### src/rtl/tpb_pkg.sv
// ---------------------------------------------------------------------------
// tpb_pkg: shared definitions of the turtle plotter
// Command codes, field widths, headings and the control groups passed
// between the command sequencer and the row marker.
// ---------------------------------------------------------------------------
package tpb_pkg;

   // field widths fixed by the item format
   localparam int OP_W    = 3;
   localparam int DIST_W  = 5;
   localparam int COORD_W = 5;
   localparam int HEAD_W  = 2;

   // default map size
   localparam int GRID_WIDTH_DEFAULT  = 32;
   localparam int GRID_HEIGHT_DEFAULT = 32;

   // command codes
   localparam logic [OP_W-1:0] OP_PEN_UP     = 3'd0;
   localparam logic [OP_W-1:0] OP_PEN_DOWN   = 3'd1;
   localparam logic [OP_W-1:0] OP_TURN_RIGHT = 3'd2;
   localparam logic [OP_W-1:0] OP_TURN_LEFT  = 3'd3;
   localparam logic [OP_W-1:0] OP_MOVE       = 3'd4;
   localparam logic [OP_W-1:0] OP_READ       = 3'd5;

   // headings
   localparam logic [HEAD_W-1:0] HEAD_EAST  = 2'd0;
   localparam logic [HEAD_W-1:0] HEAD_SOUTH = 2'd1;
   localparam logic [HEAD_W-1:0] HEAD_WEST  = 2'd2;
   localparam logic [HEAD_W-1:0] HEAD_NORTH = 2'd3;

   // status codes
   localparam logic STATUS_OK      = 1'b0;
   localparam logic STATUS_REFUSED = 1'b1;

   // requests from the sequencer to the row marker
   typedef struct packed {
      logic start;      // begin a run of read-modify-write passes
      logic probe;      // plain read of one row
      logic step_down;  // walk towards higher row numbers
   } mark_ctrl_type;

   // state reported back by the row marker
   typedef struct packed {
      logic busy;
   } mark_stat_type;

   // one result item
   typedef struct packed {
      logic               status;
      logic [COORD_W-1:0] pos_x;
      logic [COORD_W-1:0] pos_y;
      logic [HEAD_W-1:0]  heading;
      logic               pen_down;
      logic               cell_value;
      logic               turtle_here;
   } rsp_item_type;

endpackage

### src/rtl/tpb_if.sv
// ---------------------------------------------------------------------------
// tpb_if: command and result channels of the turtle plotter
// Valid/ready channels; an item moves on a rising edge with both high.
// ---------------------------------------------------------------------------
interface tpb_req_if;
   logic                         valid;
   logic                         ready;
   logic [tpb_pkg::OP_W-1:0]     operation;
   logic [tpb_pkg::DIST_W-1:0]   distance;
   logic [tpb_pkg::COORD_W-1:0]  row;
   logic [tpb_pkg::COORD_W-1:0]  column;

   modport source (output valid, operation, distance, row, column, input ready);
   modport sink   (input valid, operation, distance, row, column, output ready);
endinterface

interface tpb_rsp_if;
   logic                         valid;
   logic                         ready;
   logic                         status;
   logic [tpb_pkg::COORD_W-1:0]  pos_x;
   logic [tpb_pkg::COORD_W-1:0]  pos_y;
   logic [tpb_pkg::HEAD_W-1:0]   heading;
   logic                         pen_down;
   logic                         cell_value;
   logic                         turtle_here;

   modport source (output valid, status, pos_x, pos_y, heading, pen_down,
                   cell_value, turtle_here, input ready);
   modport sink   (input valid, status, pos_x, pos_y, heading, pen_down,
                   cell_value, turtle_here, output ready);
endinterface

### src/rtl/tpb_ram.sv
// ---------------------------------------------------------------------------
// tpb_ram: generic simple dual-port RAM
// One write port, one read port, read data registered.
// ---------------------------------------------------------------------------
module tpb_ram #(
   parameter int DATA_W = 32,
   parameter int DEPTH  = 32
) (
   input  logic                     clock,
   input  logic                     wr_en,
   input  logic [$clog2(DEPTH)-1:0] wr_addr,
   input  logic [DATA_W-1:0]        wr_data,
   input  logic                     rd_en,
   input  logic [$clog2(DEPTH)-1:0] rd_addr,
   output logic [DATA_W-1:0]        rd_data
);

   logic [DATA_W-1:0] mem_ff [DEPTH];
   logic [DATA_W-1:0] rd_data_ff;

   always_ff @(posedge clock) begin
      if (wr_en) begin
         mem_ff[wr_addr] <= wr_data;
      end
      if (rd_en) begin
         rd_data_ff <= mem_ff[rd_addr];
      end
   end

   assign rd_data = rd_data_ff;

endmodule

### src/rtl/tpb_row_marker.sv
// ---------------------------------------------------------------------------
// tpb_row_marker: bit map store and read-modify-write engine
// Holds the map rows in RAM with a valid bit per row, so that a row never
// written reads as clear. Marks a mask into a run of consecutive rows,
// one row per cycle, reads overlapped with the write of the row before.
// ---------------------------------------------------------------------------
module tpb_row_marker #(
   parameter int GRID_WIDTH  = tpb_pkg::GRID_WIDTH_DEFAULT,
   parameter int GRID_HEIGHT = tpb_pkg::GRID_HEIGHT_DEFAULT
) (
   input  logic                           clock,
   input  logic                           reset,
   input  tpb_pkg::mark_ctrl_type         ctrl,
   input  logic [$clog2(GRID_HEIGHT)-1:0] row,
   input  logic [tpb_pkg::DIST_W-1:0]     count,
   input  logic [GRID_WIDTH-1:0]          mask,
   output tpb_pkg::mark_stat_type         stat,
   output logic [GRID_WIDTH-1:0]          row_data
);

   localparam int Y_W = $clog2(GRID_HEIGHT);

   logic [Y_W-1:0]             cur_row_ff, cur_row_in;
   logic [tpb_pkg::DIST_W-1:0] left_ff, left_in;
   logic                       down_ff, down_in;
   logic [GRID_WIDTH-1:0]      mask_ff, mask_in;
   logic                       wr_pend_ff, wr_pend_in;
   logic [Y_W-1:0]             wr_row_ff, wr_row_in;
   logic [GRID_HEIGHT-1:0]     row_valid_ff, row_valid_in;
   logic                       rd_valid_ff, rd_valid_in;

   logic                       rd_en;
   logic [Y_W-1:0]             rd_addr;
   logic [GRID_WIDTH-1:0]      rd_data;

   // read: a probe, or the next row of a run
   assign rd_en   = ctrl.probe || (left_ff != '0);
   assign rd_addr = ctrl.probe ? row : cur_row_ff;

   always_comb begin
      cur_row_in   = cur_row_ff;
      left_in      = left_ff;
      down_in      = down_ff;
      mask_in      = mask_ff;
      wr_pend_in   = 1'b0;
      wr_row_in    = wr_row_ff;
      row_valid_in = row_valid_ff;
      rd_valid_in  = rd_valid_ff;

      if (rd_en) begin
         rd_valid_in = row_valid_ff[rd_addr];
      end

      if (ctrl.start) begin
         cur_row_in = row;
         left_in    = count;
         down_in    = ctrl.step_down;
         mask_in    = mask;
      end else if (left_ff != '0) begin
         // advance to the next row and queue the write-back of this one
         cur_row_in = down_ff ? cur_row_ff + Y_W'(1) : cur_row_ff - Y_W'(1);
         left_in    = left_ff - tpb_pkg::DIST_W'(1);
         wr_pend_in = 1'b1;
         wr_row_in  = cur_row_ff;
      end

      if (wr_pend_ff) begin
         row_valid_in[wr_row_ff] = 1'b1;
      end
   end

   always_ff @(posedge clock) begin
      if (reset) begin
         left_ff      <= '0;
         wr_pend_ff   <= 1'b0;
         row_valid_ff <= '0;
         rd_valid_ff  <= 1'b0;
      end else begin
         left_ff      <= left_in;
         wr_pend_ff   <= wr_pend_in;
         row_valid_ff <= row_valid_in;
         rd_valid_ff  <= rd_valid_in;
      end
      cur_row_ff <= cur_row_in;
      down_ff    <= down_in;
      mask_ff    <= mask_in;
      wr_row_ff  <= wr_row_in;
   end

   // a row never written reads as clear
   assign row_data  = rd_valid_ff ? rd_data : '0;
   assign stat.busy = (left_ff != '0) || wr_pend_ff;

   tpb_ram #(
      .DATA_W (GRID_WIDTH),
      .DEPTH  (GRID_HEIGHT)
   ) u_map_ram (
      .clock   (clock),
      .wr_en   (wr_pend_ff),
      .wr_addr (wr_row_ff),
      .wr_data (row_data | mask_ff),
      .rd_en   (rd_en),
      .rd_addr (rd_addr),
      .rd_data (rd_data)
   );

endmodule

### src/rtl/turtle_plotter_bitmap_unit.sv
// ---------------------------------------------------------------------------
// turtle_plotter_bitmap_unit: turtle plotter over a bit map
// Takes one command item per request and returns one result item.
// ---------------------------------------------------------------------------
// Usage:
//   req_chan carries commands (pen up/down, turn right/left, move, read
//   cell); rsp_chan returns one result item per command with the turtle
//   position, heading, pen state, status and, for a read, the cell bit.
//   From acceptance, the result of a pen, turn, unknown or refused move
//   command or of a move with the pen up goes to the result register and
//   then the output register; a read passes a fetch state first, and a
//   move of n cells with the pen down passes the mark state (a horizontal
//   move counts as one row, n = 1). The map RAM sets the pace: each row
//   marked needs a read and a write-back, one row a cycle, and the RAM
//   read data is registered. Commands are taken one at a time; the next
//   is accepted as soon as the previous result has moved to the output
//   register.
//   Reset clears the turtle to the top-left corner facing east with the
//   pen up, and clears the map at once through per-row valid bits.
//   When the receiver stalls, the result is held in the output register
//   and the block finishes at most one further command, then waits.
// ---------------------------------------------------------------------------
module turtle_plotter_bitmap_unit #(
   parameter int GRID_WIDTH  = tpb_pkg::GRID_WIDTH_DEFAULT,
   parameter int GRID_HEIGHT = tpb_pkg::GRID_HEIGHT_DEFAULT
) (
   input  logic       clock,
   input  logic       reset,
   tpb_req_if.sink    req_chan,
   tpb_rsp_if.source  rsp_chan
);

   localparam int X_W = $clog2(GRID_WIDTH);
   localparam int Y_W = $clog2(GRID_HEIGHT);
   // arithmetic widths: room for coordinate plus distance, and for the size
   localparam int XS  = ((X_W > tpb_pkg::COORD_W) ? X_W : tpb_pkg::COORD_W) + 1;
   localparam int YS  = ((Y_W > tpb_pkg::COORD_W) ? Y_W : tpb_pkg::COORD_W) + 1;

   typedef enum logic [3:0] {
      ST_IDLE   = 4'b0001,
      ST_MARK   = 4'b0010,
      ST_FETCH  = 4'b0100,
      ST_FINISH = 4'b1000
   } state_type;

   state_type              state_ff, state_in;

   // turtle state
   logic [X_W-1:0]              x_ff, x_in;
   logic [Y_W-1:0]              y_ff, y_in;
   logic [tpb_pkg::HEAD_W-1:0]  head_ff, head_in;
   logic                        pen_ff, pen_in;

   // pending result and output register
   tpb_pkg::rsp_item_type  res_ff, res_in;
   tpb_pkg::rsp_item_type  out_ff, out_in;
   logic                   rsp_valid_ff, rsp_valid_in;

   // read command context
   logic                   rd_in_range_ff, rd_in_range_in;
   logic [X_W-1:0]         rd_col_ff, rd_col_in;

   // row marker link
   tpb_pkg::mark_ctrl_type      mk_ctrl;
   tpb_pkg::mark_stat_type      mk_stat;
   logic [Y_W-1:0]              mk_row;
   logic [tpb_pkg::DIST_W-1:0]  mk_count;
   logic [GRID_WIDTH-1:0]       mk_mask;
   logic [GRID_WIDTH-1:0]       mk_row_data;

   logic                   accept;
   logic                   out_free;

   // widened operands
   logic [XS-1:0]          x_ext, nx_ext, x_sum, x_dif, x_lo_w, col_ext, x_out_w;
   logic [YS-1:0]          y_ext, ny_ext, y_sum, y_dif, row_ext, y_out_w;
   logic [X_W-1:0]         col_idx, mask_lo;
   logic [Y_W-1:0]         row_idx;
   logic [GRID_WIDTH-1:0]  run_ones;

   assign req_chan.ready = (state_ff == ST_IDLE);
   assign accept         = req_chan.valid && req_chan.ready;
   assign out_free       = !rsp_valid_ff || rsp_chan.ready;

   assign x_ext   = XS'(x_ff);
   assign y_ext   = YS'(y_ff);
   assign nx_ext  = XS'(req_chan.distance);
   assign ny_ext  = YS'(req_chan.distance);
   assign x_sum   = x_ext + nx_ext;
   assign x_dif   = x_ext - nx_ext;
   assign y_sum   = y_ext + ny_ext;
   assign y_dif   = y_ext - ny_ext;
   assign col_ext = XS'(req_chan.column);
   assign row_ext = YS'(req_chan.row);
   assign col_idx = col_ext[X_W-1:0];
   assign row_idx = row_ext[Y_W-1:0];

   // horizontal run: distance cells starting at the low end of the span
   assign run_ones = ~({GRID_WIDTH{1'b1}} << req_chan.distance);
   assign x_lo_w   = x_dif + XS'(1);
   assign mask_lo  = (head_ff == tpb_pkg::HEAD_EAST) ? x_ff : x_lo_w[X_W-1:0];

   always_comb begin
      state_in       = state_ff;
      x_in           = x_ff;
      y_in           = y_ff;
      head_in        = head_ff;
      pen_in         = pen_ff;
      res_in         = res_ff;
      out_in         = out_ff;
      rsp_valid_in   = rsp_valid_ff;
      rd_in_range_in = rd_in_range_ff;
      rd_col_in      = rd_col_ff;
      mk_ctrl        = '0;
      mk_row         = y_ff;
      mk_count       = req_chan.distance;
      mk_mask        = GRID_WIDTH'(1) << x_ff;
      x_out_w        = '0;
      y_out_w        = '0;

      // drop the output once taken
      if (rsp_valid_ff && rsp_chan.ready) begin
         rsp_valid_in = 1'b0;
      end

      unique case (state_ff)
         ST_IDLE: begin
            if (accept) begin
               res_in.status      = tpb_pkg::STATUS_OK;
               res_in.cell_value  = 1'b0;
               res_in.turtle_here = 1'b0;
               state_in           = ST_FINISH;
               case (req_chan.operation)
                  tpb_pkg::OP_PEN_UP:     pen_in  = 1'b0;
                  tpb_pkg::OP_PEN_DOWN:   pen_in  = 1'b1;
                  tpb_pkg::OP_TURN_RIGHT: head_in = head_ff + tpb_pkg::HEAD_W'(1);
                  tpb_pkg::OP_TURN_LEFT:  head_in = head_ff - tpb_pkg::HEAD_W'(1);
                  tpb_pkg::OP_MOVE: begin
                     // check against the map edge, then update and mark
                     case (head_ff)
                        tpb_pkg::HEAD_EAST: begin
                           if (x_sum >= XS'(GRID_WIDTH)) begin
                              res_in.status = tpb_pkg::STATUS_REFUSED;
                           end else begin
                              x_in = x_sum[X_W-1:0];
                           end
                        end
                        tpb_pkg::HEAD_WEST: begin
                           if (nx_ext > x_ext) begin
                              res_in.status = tpb_pkg::STATUS_REFUSED;
                           end else begin
                              x_in = x_dif[X_W-1:0];
                           end
                        end
                        tpb_pkg::HEAD_SOUTH: begin
                           if (y_sum >= YS'(GRID_HEIGHT)) begin
                              res_in.status = tpb_pkg::STATUS_REFUSED;
                           end else begin
                              y_in = y_sum[Y_W-1:0];
                           end
                        end
                        default: begin
                           if (ny_ext > y_ext) begin
                              res_in.status = tpb_pkg::STATUS_REFUSED;
                           end else begin
                              y_in = y_dif[Y_W-1:0];
                           end
                        end
                     endcase
                     if (head_ff == tpb_pkg::HEAD_EAST || head_ff == tpb_pkg::HEAD_WEST) begin
                        mk_count = tpb_pkg::DIST_W'(1);
                        mk_mask  = run_ones << mask_lo;
                     end
                     mk_ctrl.step_down = (head_ff == tpb_pkg::HEAD_SOUTH);
                     if (res_in.status == tpb_pkg::STATUS_OK && pen_ff &&
                         req_chan.distance != '0) begin
                        mk_ctrl.start = 1'b1;
                        state_in      = ST_MARK;
                     end
                  end
                  tpb_pkg::OP_READ: begin
                     rd_in_range_in = (row_ext < YS'(GRID_HEIGHT)) &&
                                      (col_ext < XS'(GRID_WIDTH));
                     rd_col_in      = col_idx;
                     mk_row         = row_idx;
                     mk_ctrl.probe  = rd_in_range_in;
                     res_in.turtle_here = rd_in_range_in && (row_idx == y_ff) &&
                                          (col_idx == x_ff);
                     state_in       = ST_FETCH;
                  end
                  default: ;
               endcase
               x_out_w         = XS'(x_in);
               y_out_w         = YS'(y_in);
               res_in.pos_x    = x_out_w[tpb_pkg::COORD_W-1:0];
               res_in.pos_y    = y_out_w[tpb_pkg::COORD_W-1:0];
               res_in.heading  = head_in;
               res_in.pen_down = pen_in;
            end
         end
         ST_MARK: begin
            // hold until the last row is written back
            if (!mk_stat.busy) begin
               state_in = ST_FINISH;
            end
         end
         ST_FETCH: begin
            res_in.cell_value = rd_in_range_ff && mk_row_data[rd_col_ff];
            state_in          = ST_FINISH;
         end
         ST_FINISH: begin
            if (out_free) begin
               out_in       = res_ff;
               rsp_valid_in = 1'b1;
               state_in     = ST_IDLE;
            end
         end
         default: state_in = ST_IDLE;
      endcase
   end

   always_ff @(posedge clock) begin
      if (reset) begin
         state_ff     <= ST_IDLE;
         x_ff         <= '0;
         y_ff         <= '0;
         head_ff      <= tpb_pkg::HEAD_EAST;
         pen_ff       <= 1'b0;
         rsp_valid_ff <= 1'b0;
      end else begin
         state_ff     <= state_in;
         x_ff         <= x_in;
         y_ff         <= y_in;
         head_ff      <= head_in;
         pen_ff       <= pen_in;
         rsp_valid_ff <= rsp_valid_in;
      end
      res_ff         <= res_in;
      out_ff         <= out_in;
      rd_in_range_ff <= rd_in_range_in;
      rd_col_ff      <= rd_col_in;
   end

   tpb_row_marker #(
      .GRID_WIDTH  (GRID_WIDTH),
      .GRID_HEIGHT (GRID_HEIGHT)
   ) u_row_marker (
      .clock    (clock),
      .reset    (reset),
      .ctrl     (mk_ctrl),
      .row      (mk_row),
      .count    (mk_count),
      .mask     (mk_mask),
      .stat     (mk_stat),
      .row_data (mk_row_data)
   );

   assign rsp_chan.valid       = rsp_valid_ff;
   assign rsp_chan.status      = out_ff.status;
   assign rsp_chan.pos_x       = out_ff.pos_x;
   assign rsp_chan.pos_y       = out_ff.pos_y;
   assign rsp_chan.heading     = out_ff.heading;
   assign rsp_chan.pen_down    = out_ff.pen_down;
   assign rsp_chan.cell_value  = out_ff.cell_value;
   assign rsp_chan.turtle_here = out_ff.turtle_here;

endmodule
### src/flat_wrapper.sv
// flat-port wrapper written by rule: the top's interface ports become plain ports
module turtle_plotter_bitmap_unit_flat 
#(
   parameter int GRID_WIDTH  = tpb_pkg::GRID_WIDTH_DEFAULT,
   parameter int GRID_HEIGHT = tpb_pkg::GRID_HEIGHT_DEFAULT
)
  (clock, reset, req_chan_valid, req_chan_operation, req_chan_distance, req_chan_row, req_chan_column, req_chan_ready, rsp_chan_valid, rsp_chan_status, rsp_chan_pos_x, rsp_chan_pos_y, rsp_chan_heading, rsp_chan_pen_down, rsp_chan_cell_value, rsp_chan_turtle_here, rsp_chan_ready);
  tpb_req_if req_chan_i ();
  tpb_rsp_if rsp_chan_i ();
  input  logic clock;
  input  logic reset;
  input wire logic [$bits(req_chan_i.valid)-1:0] req_chan_valid;
  input wire logic [$bits(req_chan_i.operation)-1:0] req_chan_operation;
  input wire logic [$bits(req_chan_i.distance)-1:0] req_chan_distance;
  input wire logic [$bits(req_chan_i.row)-1:0] req_chan_row;
  input wire logic [$bits(req_chan_i.column)-1:0] req_chan_column;
  output wire logic [$bits(req_chan_i.ready)-1:0] req_chan_ready;
  output wire logic [$bits(rsp_chan_i.valid)-1:0] rsp_chan_valid;
  output wire logic [$bits(rsp_chan_i.status)-1:0] rsp_chan_status;
  output wire logic [$bits(rsp_chan_i.pos_x)-1:0] rsp_chan_pos_x;
  output wire logic [$bits(rsp_chan_i.pos_y)-1:0] rsp_chan_pos_y;
  output wire logic [$bits(rsp_chan_i.heading)-1:0] rsp_chan_heading;
  output wire logic [$bits(rsp_chan_i.pen_down)-1:0] rsp_chan_pen_down;
  output wire logic [$bits(rsp_chan_i.cell_value)-1:0] rsp_chan_cell_value;
  output wire logic [$bits(rsp_chan_i.turtle_here)-1:0] rsp_chan_turtle_here;
  input wire logic [$bits(rsp_chan_i.ready)-1:0] rsp_chan_ready;
  assign req_chan_i.valid = req_chan_valid;
  assign req_chan_i.operation = req_chan_operation;
  assign req_chan_i.distance = req_chan_distance;
  assign req_chan_i.row = req_chan_row;
  assign req_chan_i.column = req_chan_column;
  assign req_chan_ready = req_chan_i.ready;
  assign rsp_chan_valid = rsp_chan_i.valid;
  assign rsp_chan_status = rsp_chan_i.status;
  assign rsp_chan_pos_x = rsp_chan_i.pos_x;
  assign rsp_chan_pos_y = rsp_chan_i.pos_y;
  assign rsp_chan_heading = rsp_chan_i.heading;
  assign rsp_chan_pen_down = rsp_chan_i.pen_down;
  assign rsp_chan_cell_value = rsp_chan_i.cell_value;
  assign rsp_chan_turtle_here = rsp_chan_i.turtle_here;
  assign rsp_chan_i.ready = rsp_chan_ready;
  turtle_plotter_bitmap_unit #(.GRID_WIDTH(GRID_WIDTH), .GRID_HEIGHT(GRID_HEIGHT)) u_core (.clock(clock), .reset(reset), .req_chan(req_chan_i), .rsp_chan(rsp_chan_i));
endmodule
### config.mk
export PLATFORM = sky130hd
export DESIGN_NAME = turtle_plotter_bitmap_unit_flat
export DESIGN_NICKNAME = d
export VERILOG_FILES = /design/src/rtl/tpb_pkg.sv /design/src/rtl/tpb_if.sv /design/src/rtl/tpb_ram.sv /design/src/rtl/tpb_row_marker.sv /design/src/rtl/turtle_plotter_bitmap_unit.sv /design/src/flat_wrapper.sv
export SDC_FILE = /design/constraint.sdc
export NUM_CORES = 1
export LEC_CHECK = 0
export ABC_AREA = 1
export ABC_CLOCK_PERIOD_IN_PS = 3400
export BUFFER_PORTS_ARGS = -buffer_cell sky130_fd_sc_hd__buf_2
export CAP_MARGIN = 20
export CORE_MARGIN = 5
export CORE_UTILIZATION = 30
export DETAILED_ROUTE_END_ITERATION = 8
export GPL_ROUTABILITY_DRIVEN = 0
export GPL_TIMING_DRIVEN = 0
export PLACE_DENSITY = 0.52
export SETUP_SLACK_MARGIN = 0.3
export SLEW_MARGIN = 20
export SYNTH_ARGS = -nofsm -noshare
export SYNTH_HDL_FRONTEND = slang
export SYNTH_HIERARCHICAL = 1
export SYNTH_SLANG_ARGS = --single-unit
### constraint.sdc
create_clock -name clock -period 3.4 [get_ports clock]
set_input_delay 0 -clock clock [delete_from_list [all_inputs] [get_ports clock]]
set_output_delay 0 -clock clock [all_outputs]
set_load 0.02 [all_outputs]
==> impl_metrics.py <==
metrics = {
    "run_status": {
        "outcome": "finished, final reports clean",
    },
    "setup_path": {
        "crit_required_ps": 3930,
        "start_kind": "register",
        "timing_worst_setup_path_type": "register to register",
        "crit_fanout": 10,
        "arrival_ps": 3800,
        "cp-end-kind": "register",
    },
    "logic_synthesis": {
        "ys_types": 47,
        "netlist_area_um2": 52980,
        "synthTopCellsByArea": "edfxtp_1 (64%), nand2_1 (13%), nand3_1 (9.3%)",
        "ys_seq_area_frac": 0.6654,
        "synth_flop_cell": "edfxtp_1",
        "synth_compound_area_frac": 0.01991,
        "synth_edf_count": 1136,
        "yosys.area_share.simple": 0.2526,
        "synth_fa_ha_area_frac": 0.008738,
        "synth_top_family_by_area": "simple AND/OR/NAND/NOR gates",
        "synth_seq_cells": 1193,
        "netlist_instances": 5064,
        "synth_top_area_frac": 0.6439,
        "muxShareOfSynthArea": 0,
        "synth_largest_area_cell": "edfxtp_1",
        "syn_avg_cell_area_um2": 10.46,
        "synthXorXnorAreaFrac": 0.003306,
        "mappedNetlistNets": 5120,
        "async_reset_ff_frac": 0,
        "synth_warnings": 6,
    },
    "die": {
        "num_io_pins": 40,
        "die_w_um": 430.2,
        "die_h_um": 430.2,
        "die_area_um2": 185100,
        "start_util": 0.3012,
        "rows": 154,
        "placeableCoreArea_um2": 175900,
    },
    "timing": {
        "min_period_ps": 3273,
        "tightest_slew_ps": 1083,
        "max_freq_mhz": 305.6,
        "relSlewSlack": 0.2727,
        "slew_viol_final": 0,
        "finalSetupViolCount": 0,
        "skew_ps": 38.38,
        "hold_viol": 0,
        "finalCritPeriodShare": 0.9626,
        "grt_setup_unrepaired": "yes",
        "finalWorstSetupSlack_ps": 127.3,
    },
    "detailed_routing": {
        "via_per_inst": 5.027,
        "post_drt_wl_per_cell_um": 22.76,
        "firstDrtPassIters": 6,
        "drt_iter0_drc": 3844,
        "drcViolationCount": 0,
        "num_vias": 39160,
        "antenna_left": 0,
        "finalWirelength_um": 177300,
    },
    "grt": {
        "grt_usage": 0.1845,
        "grt_overflow": 0,
        "grt_pass1_wl_um": 251600,
        "grt_pass1_vias": 36620,
        "grt_antenna_before_repair": 3,
        "grt_start_max_net_pins": 40,
    },
    "power": {
        "power_leakage_uw": 0.02448,
        "vdd.ir_drop.worst_v": 0.0005409,
        "powerDensity_nw_per_um2": 880.3,
    },
    "clock_tree": {
        "cts_root_buf": "clkbuf_16",
        "cts_buffers": 131,
        "clk_pin_slew_ps": 60,
        "ctsHtreeMaxLevel": 4,
        "cts_max_path_buffers": 3,
        "clock_latency_ps": 800,
        "cts_tree": "built",
        "clkSinkCount": 1193,
    },
    "place": {
        "hpwl_um": 119400,
        "place_ws_ps": -1558,
        "place_inst": 7483,
        "port_buffers": 39,
    },
    "final_layout": {
        "fillers": 17220,
        "final_cell_mix": "nand2_1 (1670), edfxtp_1 (1136), nand3_1 (847)",
        "syn_to_final_growth_pct": 21.67,
        "final_cells": 7790,
        "drive_gt1_frac": 0.1926,
        "fin_nets": 5404,
        "final_common_cell": "nand2_1",
    },
    "worst_hold_path": {
        "hold_path_class": "input port to register",
    },
    "job": {
        "drv_cap": 0,
    },
}
[logic make-up after synthesis]
logic type,count (synthesis)
AOI/OAI and AO/OA,191
and+or+nand+nor,3147
DFF,1193
xor gates and xnor gates,20
adders and majority gates,34
buffers and inverters,479
[metrics by stage]
step | total power [uW] | area, um2 | utilization | setup TNS, ps | hold WS (ps)
2_1_floorplan | 30740 | 52980 | - | 0 | 98.87
3_3_place_gp | 39180 | 56100 | 0.3189 | -1101250 | 243.4
3_5_place_dp | 39520 | 57310 | 0.3257 | -49340 | 237.7
4_1_cts | 55280 | 63080 | 0.3586 | 0 | 46.00
5_1_grt | 59210 | 64460 | 0.3664 | 0 | 124.2
6_report | 56750 | 64460 | 0.3664 | 0 | 85.48
[layer usage]
layer,GRT usage,part of all wire,vias to the layer above
li1,-,-,17970
met1,0.2462,0.42,19410
met2,0.2984,0.47,1504
met3,0.03538,0.075,270
met4,0.06951,0.036,0
met5,0,0,-
[registers in the layout (all words and copies together) (netlist names), 2 cells and up]
register,count
u_core/res_ff,16
u_core/head_ff,2
u_core/u_row_marker/row_valid_ff,32
u_core/x_ff,5
u_core/rsp_chan.pos_x,5
u_core/u_row_marker/mask_ff,32
u_core/state_ff,4
u_core/rd_col_ff,5
u_core/rsp_chan.pos_y,5
u_core/u_row_marker/u_map_ram/rd_data,32
u_core/u_row_marker/cur_row_ff,5
u_core/rsp_chan.heading,2
u_core/u_row_marker/wr_row_ff,5
u_core/y_ff,5
u_core/u_row_marker/u_map_ram/mem_ff,1024
u_core/u_row_marker/left_ff,5
[what timing repair did]
| action | in CTS | in global routing |
|---|---|---|
| buffers inserted | 18 | 16 |
| endpoints found under the setup margin | 104 | 85 |
| cloned | 5 | 5 |
| resized for setup | 359 | 338 |
| hold buffers | 28 | 0 |
| hold endpoints to repair | 67 | 0 |
| pin swaps | 39 | 119 |
[critical path: stages, from the launching register on]
cell	delay [ps]
dfxtp_4	350
nor2_4	140
nand3_4	100
nor2_4	130
inv_4	50
nor2_4	170
buf_8	160
nand2_4	50
o21ai_4	130
nand2_8	100
nand2_8	90
buf_12	120
buf_16	160
inv_16	60
buf_16	150
buf_12	130
buf_6	140
nand2_1	60
nand3_1	80
nand3_2	100
nand2_1	120
nand2_1	90
nand2_1	80
nand2_1	140
nand2_1	70
[where the power goes]
| group | switching, uW | total, uW | internal, uW |
|---|---|---|---|
| combinational | 17300 | 24700 | 7410 |
| clock | 6030 | 13600 | 7560 |
| sequential | 434 | 18400 | 18000 |
| total | 23800 | 56700 | 33000 |
[cells in the mapped netlist (3+ instances only)]
cell type and number:
a21oi_1 78, buf_1 18, fa_1 5, buf_6 76, nand3_2 4, nor2_1 149
edfxtp_1 1136, o221ai_1 7, buf_8 3, nor4_1 4, o21ai_2 4, xnor2_1 12
nand2_4 4, ha_1 29, o22ai_1 4, nand4_1 18, or2_2 36, inv_1 187
nand3_1 985, o21ai_0 70, o21ai_1 13, nor2_2 5, inv_2 11, nor3_1 22
nand2_1 1895, buf_4 30, buf_2 101, dfxtp_1 57, xor2_1 8, nand2_2 14
a31oi_1 6, nor2_4 3, clkbuf_1 50
[layout make-up]
type | instances | area [um2] | area share
sequential | 1193 | 35260 | 0.5470
buffer | 278 | 2491 | 0.03864
inverter | 201 | 812.0 | 0.01260
timing repair inverter | 3 | 23.77 | 0.0003688
tap | 2340 | 2928 | 0.04542
timing repair buffer | 148 | 1944 | 0.03016
multi-input combinational | 3392 | 16910 | 0.2623
clock inverter | 65 | 649.4 | 0.01007
clock buffer | 166 | 3431 | 0.05322
antenna | 4 | 10.01 | 0.0001553
[path summary, 6_finish.rpt]
path,start,to,slack (ps),cells past startpoint
min,req_chan_distance[3],u_core/u_row_marker/left_ff[3],90,6
max reg2reg,u_core/state_ff[3],u_core/u_row_marker/u_map_ram/rd_data[4],130,24
min reg2reg,u_core/res_ff[5],u_core/rsp_chan.pos_y[0],420,0
max,u_core/state_ff[3],u_core/u_row_marker/u_map_ram/rd_data[4],130,24
Power figures use the tool's default switching activity.
